--- config.mk ---
export PLATFORM = sky130hd
export DESIGN_NAME = arsl_ctrl
export DESIGN_NICKNAME = d
export VERILOG_FILES = /design/src/design/address_range_symbol_lookup_unit_assert.svh /design/src/design/arsl_pkg.sv /design/src/design/arsl_ctrl.sv
export SDC_FILE = /design/constraint.sdc
export NUM_CORES = 1
export LEC_CHECK = 0
export BUFFER_PORTS_ARGS = -buffer_cell sky130_fd_sc_hd__buf_2
export CAP_MARGIN = 20
export CORE_AREA = 4 4 41 43
export CTS_CLUSTER_SIZE = 16
export DETAILED_ROUTE_END_ITERATION = 10
export DIE_AREA = 0 0 45 47
export GPL_TIMING_DRIVEN = 0
export HOLD_SLACK_MARGIN = 0.05
export PLACE_DENSITY = 0.7
export SLEW_MARGIN = 20
export SYNTH_ARGS = -nofsm -noshare
export SYNTH_HDL_FRONTEND = slang
export SYNTH_SLANG_ARGS = --single-unit
--- constraint.sdc ---
create_clock -name clock -period 1.4 [get_ports clock]
set_input_delay 0.28 -clock clock [delete_from_list [all_inputs] [get_ports clock]]
set_output_delay 0.28 -clock clock [all_outputs]
set_load 0.1 [all_outputs]
--- src/design/address_range_symbol_lookup_unit_assert.svh ---
// ----------------------------------------------------------------------------
// Address range symbol lookup unit: assertion macros
// Shared concurrent assertion forms, clocked and reset-qualified.
// ----------------------------------------------------------------------------
`ifndef ADDRESS_RANGE_SYMBOL_LOOKUP_UNIT_ASSERT_SVH
`define ADDRESS_RANGE_SYMBOL_LOOKUP_UNIT_ASSERT_SVH

// Same-cycle implication
`define ARSL_ASSERT_IMP(lbl, clk, rst, ante, cons, msg) \
   lbl: assert property (@(posedge clk) disable iff (rst) (ante) |-> (cons)) \
      else $error(msg);

// Next-cycle implication
`define ARSL_ASSERT_NXT(lbl, clk, rst, ante, cons, msg) \
   lbl: assert property (@(posedge clk) disable iff (rst) (ante) |=> (cons)) \
      else $error(msg);

`endif

--- src/design/arsl_pkg.sv ---
// ----------------------------------------------------------------------------
// Address range symbol lookup package
// Shared types, codes and control/status bundles.
// ----------------------------------------------------------------------------
`default_nettype none

package arsl_pkg;

   // Symbol type filter
   localparam logic [3:0] TYPE_MASK   = 4'hF;
   localparam logic [3:0] TYPE_FUNC   = 4'd1;
   localparam logic [3:0] TYPE_OBJECT = 4'd2;

   typedef enum logic [1:0] {
      MODE_CLEAR  = 2'd0,
      MODE_INSERT = 2'd1,
      MODE_LOOKUP = 2'd2,
      MODE_NOP    = 2'd3
   } mode_type;

   typedef enum logic [1:0] {
      ST_DONE     = 2'd0,
      ST_FULL     = 2'd1,
      ST_FILTERED = 2'd2
   } status_type;

   typedef enum logic [1:0] {
      RD_MID,
      RD_PRED,
      RD_PTR
   } rd_sel_type;

   typedef enum logic [3:0] {
      S_IDLE,
      S_DECODE,
      S_SRCH_RD,
      S_SRCH_CMP,
      S_FETCH_RD,
      S_FETCH_CHK,
      S_SHIFT_RD,
      S_SHIFT_WR,
      S_PUT,
      S_FINISH
   } state_type;

   typedef struct packed {
      logic [31:0] start;
      logic [31:0] size;
      logic [23:0] handle;
   } entry_type;

   typedef struct packed {
      logic       capture;
      logic       clear;
      logic       set_status;
      status_type status;
      logic       init_search;
      logic       srch_upd;
      rd_sel_type rd_sel;
      logic       check;
      logic       ptr_load;
      logic       ptr_dec;
      logic       wr_shift;
      logic       wr_new;
      logic       emit;
   } cmd_type;

   typedef struct packed {
      mode_type mode;
      logic     filtered;
      logic     full;
      logic     lo_lt_hi;
      logic     lo_zero;
      logic     count_gt_lo;
      logic     shift_last;
      logic     out_free;
   } stat_type;

endpackage

`default_nettype wire

--- src/design/arsl_ctrl.sv ---
// ----------------------------------------------------------------------------
// Address range symbol lookup controller
// Sequences search, shift, write and result hand-off for one item at a time.
// ----------------------------------------------------------------------------
`default_nettype none

module arsl_ctrl (
   input  wire logic              clock,
   input  wire logic              reset,
   input  wire logic              req_valid,
   output logic                   req_ready,
   input  wire arsl_pkg::stat_type stat,
   output arsl_pkg::cmd_type      cmd
);
   import arsl_pkg::*;

   state_type state_ff, state_in;

   // State register
   always_ff @(posedge clock) begin
      if (reset) begin
         state_ff <= S_IDLE;
      end else begin
         state_ff <= state_in;
      end
   end

   // Next state and commands
   always_comb begin
      state_in  = state_ff;
      req_ready = 1'b0;
      cmd       = '0;
      cmd.rd_sel = RD_MID;
      cmd.status = ST_DONE;
      case (state_ff)
         S_IDLE: begin
            req_ready = 1'b1;
            if (req_valid) begin
               cmd.capture = 1'b1;
               state_in    = S_DECODE;
            end
         end
         S_DECODE: begin
            case (stat.mode)
               MODE_CLEAR: begin
                  cmd.clear = 1'b1;
                  state_in  = S_FINISH;
               end
               MODE_INSERT: begin
                  if (stat.filtered) begin
                     cmd.set_status = 1'b1;
                     cmd.status     = ST_FILTERED;
                     state_in       = S_FINISH;
                  end else if (stat.full) begin
                     cmd.set_status = 1'b1;
                     cmd.status     = ST_FULL;
                     state_in       = S_FINISH;
                  end else begin
                     cmd.init_search = 1'b1;
                     state_in        = S_SRCH_RD;
                  end
               end
               MODE_LOOKUP: begin
                  cmd.init_search = 1'b1;
                  state_in        = S_SRCH_RD;
               end
               default: begin
                  state_in = S_FINISH;
               end
            endcase
         end
         S_SRCH_RD: begin
            cmd.rd_sel = RD_MID;
            if (stat.lo_lt_hi) begin
               state_in = S_SRCH_CMP;
            end else if (stat.mode == MODE_LOOKUP) begin
               state_in = stat.lo_zero ? S_FINISH : S_FETCH_RD;
            end else if (stat.count_gt_lo) begin
               cmd.ptr_load = 1'b1;
               state_in     = S_SHIFT_RD;
            end else begin
               state_in = S_PUT;
            end
         end
         S_SRCH_CMP: begin
            cmd.srch_upd = 1'b1;
            state_in     = S_SRCH_RD;
         end
         S_FETCH_RD: begin
            cmd.rd_sel = RD_PRED;
            state_in   = S_FETCH_CHK;
         end
         S_FETCH_CHK: begin
            cmd.check = 1'b1;
            state_in  = S_FINISH;
         end
         S_SHIFT_RD: begin
            cmd.rd_sel = RD_PTR;
            state_in   = S_SHIFT_WR;
         end
         S_SHIFT_WR: begin
            cmd.wr_shift = 1'b1;
            if (stat.shift_last) begin
               state_in = S_PUT;
            end else begin
               cmd.ptr_dec = 1'b1;
               state_in    = S_SHIFT_RD;
            end
         end
         S_PUT: begin
            cmd.wr_new = 1'b1;
            state_in   = S_FINISH;
         end
         S_FINISH: begin
            if (stat.out_free) begin
               cmd.emit = 1'b1;
               state_in = S_IDLE;
            end
         end
         default: begin
            state_in = S_IDLE;
         end
      endcase
   end

endmodule

`default_nettype wire

==> flow_summary_export.csv, run 1 <==
group,metric,value,unit
place,dp_hpwl,1140,um
logic_synthesis,syn-num-nets,89,
clock_network,ctsHoldBuffers,0,
logic_synthesis,synth_top_area_share,0.156,
logic_synthesis,syn_area,513,um^2
sta,endpoint_type,"primary output",
clock_network,clock_path_buffers,2,
clock_network,cts.sinks,4,
die,dieHeight,47,um
status,status,"did not finish",
place,place.gp.congestion,0.749,
die,die_w,45,um
logic_synthesis,postSynthAreaPerCell,7.03,um^2
logic_synthesis,synthCells,73,
logic_synthesis,synth_area_leaders,"dfxtp_1 16%, ha_1 9.8%, nor2_1 7.3%, nand2_1 6.6%, inv_1 5.1%",
logic_synthesis,yosys_warnings,0,
clock_network,numCtsBuffers,3,
logic_synthesis,yosysSeqAreaShare,0.156,
logic_synthesis,synth_seq_cells,4,
status,lastStage,"5_1_grt",
logic_synthesis,ys.flop_type,"dfxtp_1",
die,rows,13,
global_route,grt_max_degree,11,
logic_synthesis,synth-edff-count,0,
die,start_util,0.394,
clock_network,cts_root_buf,"clkbuf_4",
die,io_pins,28,
logic_synthesis,synth_cell_types,32,
place,portBuffers,27,
status,firstError,"[ERROR DPL-0038] Utilization greater than 100%, impossible to legalize",
logic_synthesis,synthArstFlopShare,0,
clock_network,cts_max_level,1,
logic_synthesis,yosys.area.top_type,"dfxtp_1",
sta,grt-worst-endpoint,"cmd[9]",
-- stage by stage --
stage / instance area (um^2) / instances / TNS (ns) / hold slack (ns) / setup WS (ns)
after CTS: 1250 / 134 / -4.82 / 0.239 / -0.410
after global placement: 807 / 115 / -3.76 / 0.495 / -0.470
after detailed placement: 807 / 115 / -3.86 / 0.485 / -0.468
after floorplan: 653 / 73 / -5.85 / 0.342 / -0.977
-- repair_timing --
item / 4_1_cts
gates resized for setup: 74
setup buffers: 17
pin swaps: 9
endpoints found under the setup margin: 16
-- Yosys cell counts (2+ instances only) --
master	instances
nor3_1	5
inv_1	7
nor3b_1	2
nand2_1	9
nor2_1	10
and2_1	2
o21ai_0	4
o21ai_1	2
dfxtp_1	4
ha_1	4
nor2b_1	2
a311oi_1	2
-- kinds of logic after synthesis --
group | share of synthesized area
AO/OA/AOI/OAI | 0.224
adder cells (fa/ha/maj) | 0.0976
buffers and inverters | 0.0976
flip-flops | 0.156
AND/OR/NAND/NOR | 0.424
==> inputs of run 2 (changes only) <==
CORE_AREA = 4 4 65 67   (was 4 4 41 43)
CTS_CLUSTER_SIZE = unset   (was 16)
DIE_AREA = 0 0 69 71   (was 0 0 45 47)
HOLD_SLACK_MARGIN = unset   (was 0.05)
PLACE_DENSITY = unset   (was 0.7)
PLACE_DENSITY_LB_ADDON = 0.15   (was unset)
==> run 2 against run 1 <==
The flow now finishes, with violations (negative setup slack). Synthesized area is the same. Synthesized cell count is the same.
==> flow_summary_export.csv, run 2 <==
group,metric,value,unit
critical_path,reg2reg_depth,9,
sta,fin_crit_sh,1.30,
sta,hold_viol,0,
sta,setup_ws,-0.419,ns
status,violations,"negative setup slack",
layout,regMostFlops,"state_ff",
global_route,grt_util_met1,0.114,
place,place.gp.congestion,0.732,
hold_path,holdPathStages,2,
clock_network,cts_max_level,1,
critical_path,crit_required,1.12,ns
sta,finClkSkew,0.000587,ns
pwr,peakVddDrop,0.000266,V
pwr,combinationalPowerShare,0.725,
logic_synthesis,postSynthAreaPerCell,7.03,um^2
layout,area_growth,190,%
place,dp_hpwl,1430,um
pwr,p_switching,711,uW
global_route,grt-ovfl-total,0,
sta,period_minus_slack,1.82,ns
logic_synthesis,yosys_warnings,0,
sta,relSlewSlack,0.728,
die,io_pins,28,
clock_network,clock_latency,0.22,ns
status,status,"finished, violations left",
routing,route.vias.total,735,
layout,antenna_cells,0,
die,die-area,0.00490,mm^2
pwr,intPower,801,uW
logic_synthesis,ys.flop_type,"dfxtp_1",
critical_path,critPathMaxFanout,5,
global_route,grt_pass1_vias,839,
logic_synthesis,synthArstFlopShare,0,
place,pre_cts_ws,-0.541,ns
routing,drt-wirelength-per-cell,12.3,um
place,dp.cells,148,
sta,tns,-5.24,ns
logic_synthesis,yosysMostFrequentCell,"nor2_1",
global_route,grt_max_degree,11,
layout,layout.cells.non_filler,176,
hold_path,hold_class,"in2reg",
logic_synthesis,synth_seq_cells,4,
global_route,use_met2,0.160,
layout,mostFrequentLayoutCells,"17 x buf_12, 13 x buf_6, 13 x buf_4",
pwr,swShare,0.470,
routing,ant_nets,0,
die,dieHeight,71,um
critical_path,critical-path-top-delay-family,"buffers and inverters",
critical_path,cp_slowest_cell,"dfxtp_4",
routing,viasPerCell,4.18,
logic_synthesis,yosys.area.top_type,"dfxtp_1",
routing,dr.pass1.iters,3,
global_route,grt_pass1_wl,3800,um
layout,fin_nets,146,
layout,largest_reg_flops,4,
global_route,antenna_found_initial,0,
layout,layout-drive-gt1-share,0.758,
critical_path,cp_cell_sequence,"buf_8, buf_12, nor3_4, o211ai_1, clkinvlp_4, buf_12",
place,portBuffers,27,
sta,rsz0062_at_grt,"true",
clock_network,clock_path_buffers,2,
die,rows,22,
logic_synthesis,synth_commonest_cells,"10 x nor2_1, 9 x nand2_1, 7 x inv_1",
critical_path,crit_buf_inv,4,
die,core_area,0.00363,mm^2
critical_path,max_stage_delay,0.34,ns
global_route,grt_util_met3,0.0256,
routing,drc,0,
global_route,grtUsageTotal,0.0940,
logic_synthesis,syn-num-nets,89,
clock_network,clkTransAtPathRegs,0.03,ns
critical_path,r2r_end,"state_ff[0]",
pwr,clkPwrFrac,0.160,
logic_synthesis,synth_area_leaders,"dfxtp_1 16%, ha_1 9.8%, nor2_1 7.3%, nand2_1 6.6%, inv_1 5.1%",
clock_network,numCtsBuffers,3,
sta,setup_violations,19,
clock_network,cts_root_buf,"clkbuf_8",
logic_synthesis,synth_cell_types,32,
logic_synthesis,syn_area,513,um^2
logic_synthesis,synth_top_area_share,0.156,
sta,tightest_slew,0.406,ns
pwr,p_seq_frac,0.114,
layout,reg_top3,"state_ff x4",
critical_path,reg2reg_slack,-0.16,ns
run,maxCapViolCount,0,
sta,finalMaxSlewViolations,0,
critical_path,cpMostUsedCell,"buf_12",
critical_path,startpoint,"state_ff[2]",
critical_path,path_depth,6,
logic_synthesis,synthCells,73,
layout,final_common_cell,"buf_12",
critical_path,path_class,"reg2out",
sta,max_freq,0.550,GHz
clock_network,tritoncts,"yes",
routing,routed_wirelength,2170,um
clock_network,cts.sinks,4,
critical_path,end_kind,"output pin",
logic_synthesis,synth-edff-count,0,
critical_path,reg2reg_from,"state_ff[2]",
die,die_w,69,um
die,start_util,0.141,
hold_path,hp-start,"reset",
pwr,leakage,0.613,nW
pwr,power-per-cell-area,1020,mW/mm^2
logic_synthesis,yosysSeqAreaShare,0.156,
critical_path,start_kind,"flip-flop",
hold_path,hold_end,"state_ff[1]",
critical_path,critPathArrivalTime,1.54,ns
routing,drt-initial-drc-count,10,
global_route,top_usage_layer,"met2",
-- run 2: cell counts after synthesis --
No cell type changed its count.
-- run 2: worst register-to-register path, delay by kind of cell (launching register included) --
kind,cells,cell delay [ns]
buffers and inverters,5,0.60
and+or+nand+nor,1,0.15
DFF,1,0.34
AOI/OAI and AO/OA,3,0.40
-- run 2: layout make-up --
class,count,area (um^2)
plain buffers,3,33.8
inverters,7,32.5
multi-input cells,59,609
clock buffers,3,41.3
repair buffers,52,621
flip-flops and latches,4,90.1
well taps,48,60.1
fillers,389,2150
-- run 2: cell families (layout without fill, tap and decap cells) --
logic type / Yosys count / count (layout) / share of synthesized area
AND/OR/NAND/NOR: 39 / 39 / 0.424
adder cells (fa/ha/maj): 4 / 4 / 0.0976
AO/OA/AOI/OAI: 16 / 16 / 0.224
buffers and inverters: 10 / 65 / 0.0976
flip-flops: 4 / 4 / 0.156
-- run 2: per-layer routing --
metal,up-vias,wire (um),part of all wire
met5,-,0,0
met4,0,23,0.011
met3,4,145,0.067
met2,26,1070,0.49
met1,334,925,0.43
li1,371,-,-
-- run 2: how the worst max path moves through the flow --
stage | slack (ns) | endpoint
2_1_floorplan | -0.98 | cmd[14]
3_3_place_gp | -0.53 | cmd[9]
3_5_place_dp | -0.54 | cmd[9]
4_1_cts | -0.44 | cmd[9]
5_1_grt | -0.48 | cmd[9]
6_report | -0.42 | cmd[9]
-- run 2: timing repair --
| action | CTS | global route |
|---|---|---|
| endpoints found under the setup margin | 18 | 19 |
| pin swaps | 14 | 16 |
| hold buffers | 0 | 0 |
| resized for setup | 86 | 16 |
| buffers inserted | 21 | 7 |
| endpoints found under the hold margin | 0 | 0 |
-- run 2: power groups by stage --
| stage | Combinational [mW] | Sequential, mW | Clock (mW) |
|---|---|---|---|
| 3_5_place_dp | 0.674 | 0.170 | 0 |
| 3_3_place_gp | 0.672 | 0.168 | 0 |
| 4_1_cts | 0.984 | 0.168 | 0.250 |
| 5_1_grt | 1.16 | 0.177 | 0.263 |
| 6_report | 1.10 | 0.173 | 0.242 |
| 2_1_floorplan | 0.572 | 0.160 | 0 |
-- run 2: stage by stage --
stage                     power, mW  hold slack [ns]  area (um^2)  utilization
final                          1.51            0.280         1490        0.409
after floorplan               0.732            0.342          653            -
after detailed placement      0.844            0.499          848        0.233
after global placement        0.840            0.498          848        0.233
after global routing           1.60            0.286         1490        0.409
after CTS                      1.40            0.265         1380        0.380
No activity file was read; power rests on OpenSTA's default activity.
